File: config.mk
export PLATFORM = sky130hd
export DESIGN_NAME = bba_ctrl
export DESIGN_NICKNAME = d
export VERILOG_FILES = /design/src/rtl/bba_pkg.sv /design/src/rtl/bba_ctrl.sv
export SDC_FILE = /design/constraint.sdc
export NUM_CORES = 1
export LEC_CHECK = 0
export BUFFER_PORTS_ARGS = -buffer_cell sky130_fd_sc_hd__buf_4
export CAP_MARGIN = 10
export CELL_PAD_IN_SITES_DETAIL_PLACEMENT = 1
export CELL_PAD_IN_SITES_GLOBAL_PLACEMENT = 2
export CORE_MARGIN = 2
export CORE_UTILIZATION = 19
export CTS_CLUSTER_DIAMETER = 40
export DETAILED_ROUTE_END_ITERATION = 7
export GPL_ROUTABILITY_DRIVEN = 0
export HOLD_SLACK_MARGIN = 0.06
export PLACE_DENSITY_LB_ADDON = 0.05
export SYNTH_ARGS = -nofsm -noshare
export SYNTH_HDL_FRONTEND = slang
export SYNTH_SLANG_ARGS = --single-unit
File: constraint.sdc
create_clock -name i_clk -period 1.4 [get_ports i_clk]
set_input_delay 0.14 -clock i_clk [delete_from_list [all_inputs] [get_ports i_clk]]
set_output_delay 0.14 -clock i_clk [all_outputs]
set_load 0.005 [all_outputs]
File: src/rtl/bba_pkg.sv
`timescale 1ns / 1ps
// Shared types and codes for the buddy block allocator.
// No dependencies; used by every module of the block.
package bba_pkg;

    localparam int TOTAL_LOG2_DEF = 10;
    localparam int REQ_W          = 11;
    localparam int OFF_W          = 10;
    localparam int ST_W           = 2;

    typedef logic [1:0] t_node;
    localparam t_node ND_UNUSED = 2'd0;
    localparam t_node ND_FREE   = 2'd1;
    localparam t_node ND_ALLOC  = 2'd2;
    localparam t_node ND_SPLIT  = 2'd3;

    localparam logic [ST_W-1:0] ST_OK      = 2'd0;
    localparam logic [ST_W-1:0] ST_NOFIT   = 2'd1;
    localparam logic [ST_W-1:0] ST_BADSIZE = 2'd2;
    localparam logic [ST_W-1:0] ST_BADFREE = 2'd3;

    localparam logic OP_ALLOC = 1'b0;

    typedef logic [1:0] t_tgt;
    localparam t_tgt TGT_SELF   = 2'd0;
    localparam t_tgt TGT_RIGHT  = 2'd1;
    localparam t_tgt TGT_PARENT = 2'd2;
    localparam t_tgt TGT_ROOT   = 2'd3;

    typedef logic [2:0] t_mv;
    localparam t_mv MV_HOLD  = 3'd0;
    localparam t_mv MV_LEFT  = 3'd1;
    localparam t_mv MV_BYOFF = 3'd2;
    localparam t_mv MV_NEXT  = 3'd3;
    localparam t_mv MV_UP    = 3'd4;

    typedef struct packed {
        logic            load;
        logic            sel_sib;
        logic            wr_en;
        t_tgt            wr_tgt;
        t_node           wr_code;
        t_mv             mv;
        logic            fin;
        logic [ST_W-1:0] fin_st;
    } t_dp_cmd;

    typedef struct packed {
        t_node code;
        logic  op;
        logic  fit;
        logic  big;
        logic  big1;
        logic  leaf_max;
        logic  root;
        logic  nxt_end;
        logic  req_zero;
        logic  req_big;
        logic  off_bad;
        logic  match;
        logic  out_busy;
    } t_dp_sts;

    // smallest k with 2**k >= req, for req >= 1
    function automatic logic [3:0] ceil_log2_req(input logic [REQ_W-1:0] req);
        logic [REQ_W-1:0] v;
        logic [3:0]       r;
        v = req - REQ_W'(1);
        r = 4'd0;
        for (int i = 0; i < REQ_W; i++) begin
            if (v[i]) r = 4'(i + 1);
        end
        return r;
    endfunction

endpackage

File: src/rtl/bba_ctrl.sv
`timescale 1ns / 1ps
// Sequencer for search, split, descent and merge walks.
// Depends on bba_pkg; drives bba_dpath through command/status structs.
module bba_ctrl (
    input  logic              i_clk,
    input  logic              i_rst_n,
    input  logic              i_in_valid,
    output logic              o_in_ready,
    input  bba_pkg::t_dp_sts  i_sts,
    output bba_pkg::t_dp_cmd  o_cmd
);
    localparam logic [3:0] S_INIT   = 4'd0;
    localparam logic [3:0] S_IDLE   = 4'd1;
    localparam logic [3:0] S_DISP   = 4'd2;
    localparam logic [3:0] S_ACHK   = 4'd3;
    localparam logic [3:0] S_AWAIT  = 4'd4;
    localparam logic [3:0] S_SPL1   = 4'd5;
    localparam logic [3:0] S_SPL2   = 4'd6;
    localparam logic [3:0] S_AALLOC = 4'd7;
    localparam logic [3:0] S_FCHK   = 4'd8;
    localparam logic [3:0] S_FWAIT  = 4'd9;
    localparam logic [3:0] S_MTEST  = 4'd10;
    localparam logic [3:0] S_MCHK   = 4'd11;

    logic [3:0] r_state;
    logic [3:0] n_state;
    logic       accept;

    assign o_in_ready = (r_state == S_IDLE) && !i_sts.out_busy;
    assign accept     = i_in_valid && o_in_ready;

    always_comb begin
        n_state       = r_state;
        o_cmd         = '0;
        o_cmd.wr_tgt  = bba_pkg::TGT_SELF;
        o_cmd.mv      = bba_pkg::MV_HOLD;
        o_cmd.fin_st  = bba_pkg::ST_OK;
        o_cmd.load    = accept;
        unique case (r_state)
            S_INIT: begin
                o_cmd.wr_en   = 1'b1;
                o_cmd.wr_tgt  = bba_pkg::TGT_ROOT;
                o_cmd.wr_code = bba_pkg::ND_FREE;
                n_state       = S_IDLE;
            end
            S_IDLE: begin
                if (accept) n_state = S_DISP;
            end
            S_DISP: begin
                if (i_sts.op == bba_pkg::OP_ALLOC) begin
                    if (i_sts.req_zero) begin
                        o_cmd.fin    = 1'b1;
                        o_cmd.fin_st = bba_pkg::ST_BADSIZE;
                        n_state      = S_IDLE;
                    end else if (i_sts.req_big) begin
                        o_cmd.fin    = 1'b1;
                        o_cmd.fin_st = bba_pkg::ST_NOFIT;
                        n_state      = S_IDLE;
                    end else begin
                        n_state = S_ACHK;
                    end
                end else if (i_sts.off_bad) begin
                    o_cmd.fin    = 1'b1;
                    o_cmd.fin_st = bba_pkg::ST_BADFREE;
                    n_state      = S_IDLE;
                end else begin
                    n_state = S_FCHK;
                end
            end
            S_ACHK: begin
                if (i_sts.code == bba_pkg::ND_FREE && i_sts.fit) begin
                    n_state = i_sts.big ? S_SPL1 : S_AALLOC;
                end else if (i_sts.code == bba_pkg::ND_SPLIT && i_sts.big) begin
                    o_cmd.mv = bba_pkg::MV_LEFT;
                    n_state  = S_AWAIT;
                end else if (i_sts.nxt_end) begin
                    o_cmd.fin    = 1'b1;
                    o_cmd.fin_st = bba_pkg::ST_NOFIT;
                    n_state      = S_IDLE;
                end else begin
                    o_cmd.mv = bba_pkg::MV_NEXT;
                    n_state  = S_AWAIT;
                end
            end
            S_AWAIT: n_state = S_ACHK;
            S_SPL1: begin
                o_cmd.wr_en   = 1'b1;
                o_cmd.wr_code = bba_pkg::ND_SPLIT;
                n_state       = S_SPL2;
            end
            S_SPL2: begin
                o_cmd.wr_en   = 1'b1;
                o_cmd.wr_tgt  = bba_pkg::TGT_RIGHT;
                o_cmd.wr_code = bba_pkg::ND_FREE;
                o_cmd.mv      = bba_pkg::MV_LEFT;
                n_state       = i_sts.big1 ? S_SPL1 : S_AALLOC;
            end
            S_AALLOC: begin
                o_cmd.wr_en   = 1'b1;
                o_cmd.wr_code = bba_pkg::ND_ALLOC;
                o_cmd.fin     = 1'b1;
                n_state       = S_IDLE;
            end
            S_FCHK: begin
                if (i_sts.code == bba_pkg::ND_SPLIT && !i_sts.leaf_max) begin
                    o_cmd.mv = bba_pkg::MV_BYOFF;
                    n_state  = S_FWAIT;
                end else if (i_sts.code == bba_pkg::ND_ALLOC && i_sts.match) begin
                    o_cmd.wr_en   = 1'b1;
                    o_cmd.wr_code = bba_pkg::ND_FREE;
                    n_state       = S_MTEST;
                end else begin
                    o_cmd.fin    = 1'b1;
                    o_cmd.fin_st = bba_pkg::ST_BADFREE;
                    n_state      = S_IDLE;
                end
            end
            S_FWAIT: n_state = S_FCHK;
            S_MTEST: begin
                if (i_sts.root) begin
                    o_cmd.fin = 1'b1;
                    n_state   = S_IDLE;
                end else begin
                    o_cmd.sel_sib = 1'b1;
                    n_state       = S_MCHK;
                end
            end
            S_MCHK: begin
                if (i_sts.code == bba_pkg::ND_FREE) begin
                    o_cmd.wr_en   = 1'b1;
                    o_cmd.wr_tgt  = bba_pkg::TGT_PARENT;
                    o_cmd.wr_code = bba_pkg::ND_FREE;
                    o_cmd.mv      = bba_pkg::MV_UP;
                    n_state       = S_MTEST;
                end else begin
                    o_cmd.fin = 1'b1;
                    n_state   = S_IDLE;
                end
            end
            default: n_state = S_INIT;
        endcase
    end

    always_ff @(posedge i_clk) begin
        if (!i_rst_n) begin
            r_state <= S_INIT;
        end else begin
            r_state <= n_state;
        end
    end
endmodule

[After elaboration in Yosys (flattened, before gate mapping)]
Index checks and enable logic that the tools add are counted.
Word-level totals
  register bits after elaboration: 4
  bits of input ports: 17
  output and inout bits: 14
  logic and storage cells: 70
Cells by class
  eq/ne operators: 15
  multiplexer cells: 42
  reduce and logical (&&, ||, !) cells: 12
Operators by type and width (count)
  case mux 4 bit (11 select lines): 1
  two-way mux 4 bit: 9
  two-way mux 3 bit: 9
  == test 4 x 3 -> 1 bit (second input constant): 4
  == test 4 bit (second input constant): 4
  two-way mux 2 bit: 7
  case mux 2 bit (3 select lines): 2
  case mux 3 bit (4 select lines): 1
  case mux 2 bit (5 select lines): 1
  == test 4 x 2 -> 1 bit (second input constant): 2
  two-way mux 1 bit: 8
  two-way mux 8 bit: 1
  logical AND 1 bit: 6
  two-way mux 6 bit: 1
  case mux 1 bit (6 select lines): 1
  == test 2 bit (second input constant): 2
  == test 4 x 1 -> 1 bit (second input constant): 1
  zero test 4 bit: 1
  OR reduction 2 bit: 2
  OR reduction 4 bit: 1
  case mux 1 bit (3 select lines): 1
  == test 2 x 1 -> 1 bit (second input constant): 1
  zero test 1 bit: 2
  inequality test 2 bit (second input constant): 1

[Logic depth before layout (Yosys ltp)]
  depth in word-level cells: 5
  depth in mapped cells: 5

[Least setup slack after synthesis]
Ideal clock, no wire load.
  kind: reg-to-output
  from: reg r_state[1]
  to: out o_cmd[2] (netlist name)
  data arrival time: 1.217 ns
  path slack: 0.043 ns
  cell stages (with the launch flop): 5
  cells stage by stage: dfxtp_1 or4b_4 nor2b_2 a32oi_1 o211ai_1
RTL lines
  start, declared: line bba_ctrl.sv:25  | logic [3:0] r_state;
  start signal, assigned: line bba_ctrl.sv:148  | r_state <= n_state;
  end, declared: line bba_ctrl.sv:10  | output bba_pkg::t_dp_cmd o_cmd

==> impl_metrics.py <==
metrics = {
    "cells_and_area": {
        "layout-drive-gt1-share_pct": 68.6,
        "largest_reg_flops": 4,
        "largest_registers": "r_state (4)",
        "syn2layout_area_growth_pct": 140,
        "final_nets": 178,
        "largest-register": "r_state",
        "n_antenna_cell": 0,
        "final_core_util_pct": 47.8,
    },
    "setup_path": {
        "rr_worst_depth": 5,
        "path_max_fanout": 3,
        "r2r_end": "r_state[0]",
        "cp_top_family": "simple AND/OR/NAND/NOR gates",
        "cp.arrival_ps": 1640,
        "cp_slowest_cell": "or4b_4",
        "crit_path_cell_trace": "or4b_4 -> nor2b_4 -> a32oi_2 -> o211ai_1 -> buf_4",
        "worstReg2RegStart": "r_state[0]",
        "startpoint_type": "register",
        "critical_path_depth": 5,
        "required_ps": 1260,
        "crit_buf_inv": 1,
        "slowest_delay_ps": 570,
        "worstSetupEndpointType": "output pin",
        "crit_type": "reg2out",
        "reg2reg_slack_ps": -90,
    },
    "run": {
        "cap_violations": 0,
    },
    "synth": {
        "avgSynthCellArea_um2": 6.56,
        "seq_area_frac_synth_pct": 13.3,
        "synth_cell_types": 38,
        "synth-seq-cells": 4,
        "synthCells": 92,
        "syn_nets": 109,
        "syn_area_um2": 603,
        "yosys_warnings": 0,
    },
    "drt": {
        "via_count": 988,
        "drt_first_pass_iters": 4,
        "wl_um": 3080,
        "viasPerCell": 4.87,
        "wl_per_cell_um": 15.2,
        "drt_iter0_drc": 15,
        "drc": 0,
        "drtAntennaViolNets": 0,
    },
    "power_and_ir_drop": {
        "pwr_density_cell_nw_per_um2": 1090,
        "totalPowerFinal_mw": 1.58,
        "worst_ir_drop_vdd_v": 0.000253,
        "p_leak_nw": 0.622,
    },
    "clock_network": {
        "clkTransAtPathRegs_ps": 40,
        "clock-sinks": 4,
        "h-tree-depth": 1,
        "cts-root-buf": "clkbuf_4",
        "cts_made_buffers": 3,
        "cts_tree": "built",
        "worstSkewPairLatency_ps": 240,
        "clockBufferDepth": 2,
        "cts.hold.buffers_added": 0,
    },
    "sta": {
        "setup_ws_ps": -377,
        "final.period_utilization_pct": 127,
        "drv_slew": 0,
        "setup_viol": 17,
        "tightest_slew_ps": 530,
        "fmax_mhz": 563,
        "min_period_ps": 1780,
        "rsz0062_at_grt": "true",
        "clock_skew_ps": 3.69,
        "hold_viol": 0,
        "relSlewSlack_pct": 64.6,
    },
    "die": {
        "initial_core_util_pct": 19.9,
        "die_y_um": 60.3,
        "num_rows": 20,
        "die_area_um2": 3640,
        "die_x_um": 60.3,
        "core_area_um2": 3030,
        "boundaryPins": 31,
    },
    "hold_path": {
        "hp-start": "i_sts[5]",
        "holdPathStages": 3,
        "hold_class": "in2reg",
        "min_to": "r_state[2]",
    },
    "grt": {
        "grt_pass1_wl_um": 4790,
        "grt_pass1_vias": 990,
        "grt-ovfl-total": 0,
        "grt_max_degree": 9,
        "track_usage_pct": 18.1,
        "antenna_found_initial": 0,
    },
    "run_status": {
        "violations": "setup timing",
        "status": "finished, violations left",
    },
    "placement": {
        "io_buffers": 30,
        "dpl.hpwl_um": 2150,
    },
}
-- cells by family after synthesis --
| family | Yosys count | synth area share (%) |
|---|---|---|
| buffers and inverters | 10 | 7.26 |
| muxes | 1 | 1.87 |
| and+or+nand+nor | 49 | 46.7 |
| AOI/OAI and AO/OA | 28 | 30.9 |
| DFF | 4 | 13.3 |
-- cell usage in the layout (no fill, tap or decap), types with 2 or more instances in the layout --
cell type and count:
buf_4 48, buf_6 18, nand2_1 8, nor2_4 6, o21ai_0 5, nor3_1 4, a21oi_1 4, and3_4 3
nand3b_1 3, inv_1 3, nor2_1 3, clkbuf_4 3, nor2b_4 2, nor2b_1 2, nand2b_4 2, a31oi_1 2
nand2b_1 2, or4b_4 2, o211ai_1 2, o22ai_2 2, a21oi_2 2, a41oi_1 2, dfxtp_4 2, dfxtp_1 2
buf_12 2
-- through the flow --
stage	hold WS, ps	setup WS [ps]	TNS (ps)	cell area [um2]	cells
CTS	229	-377	-2860	1290	196
detailed placement	486	-158	-794	1030	184
global route	257	-421	-4430	1450	203
floorplan	311	42.7	0	603	92
finish	244	-377	-3400	1450	203
global placement	502	-149	-741	1030	184
-- synth_stat cells --
library cell	count	area share (%)
a2111oi_1	1	1.7
o211ai_1	2	2.5
nand3b_1	3	3.7
nor2b_2	1	1.5
nor3_1	4	3.3
buf_4	1	1.2
a32oi_1	1	1.5
o22ai_1	2	2.1
a21oi_1	5	4.1
or2_2	1	1.0
o21ai_0	7	5.8
buf_2	2	1.7
nor3_2	1	1.7
or4b_4	1	2.3
or3b_2	1	1.5
nor2b_1	4	4.1
nand3_1	1	0.83
or4b_1	1	1.7
a2111oi_0	1	1.5
a21o_1	1	1.2
mux2_2	1	1.9
nand2b_1	4	4.1
and3b_1	1	1.5
o2bb2ai_1	1	1.5
nor4_1	1	1.0
a41oi_1	2	2.9
a21boi_0	1	1.2
a21oi_2	1	1.5
a31o_2	1	1.5
nand4_1	1	1.0
nand2_1	10	6.2
inv_1	5	3.1
nor2_1	9	5.6
clkbuf_1	2	1.2
dfxtp_1	4	13
nand4b_1	1	1.5
and3_1	4	4.1
a31oi_1	2	2.1
-- power by group --
part / total [mW] / switching [mW] / internal (mW)
clock: 0.151 / 0.0542 / 0.0963
combinational: 1.25 / 0.531 / 0.723
sequential: 0.179 / 0.0344 / 0.145
total: 1.58 / 0.620 / 0.964
-- per-layer routing --
metal	GRT usage, %	vias up	wire [um]
li1	-	474	-
met1	21.6	481	1250
met2	32.6	27	1680
met3	1.28	6	101
met4	8.89	0	56
met5	0	-	0
-- area by class of cell --
type | count | area [um2]
tap | 44 | 55.1
clock buffer | 3 | 22.5
inverter | 5 | 27.5
sequential | 4 | 87.6
fill | 378 | 1580
multi-input combinational | 78 | 637
timing repair buffer | 69 | 618
-- tightest hold or removal path, cell delays in order --
cell	delay, ps
buf_4	120
a21o_1	120
a31oi_1	70
-- timing repair --
action / 4_1_cts / 5_1_grt
endpoints found under the hold margin: 0 / 0
resized for setup: 47 / 20
buffers inserted: 9 / 8
pin swaps: 15 / 8
setup endpoints to repair: 17 / 17
-- how the worst max path moves through the flow --
stage,startpoint,endpoint,slack [ps]
2_1_floorplan,r_state[1],o_cmd[2],40
3_3_place_gp,r_state[0],o_cmd[2],-150
3_5_place_dp,r_state[1],o_cmd[1],-160
4_1_cts,r_state[2],o_cmd[2],-380
5_1_grt,r_state[2],o_cmd[2],-420
6_report,r_state[2],o_cmd[2],-380
(Power assumes the default switching activity.)
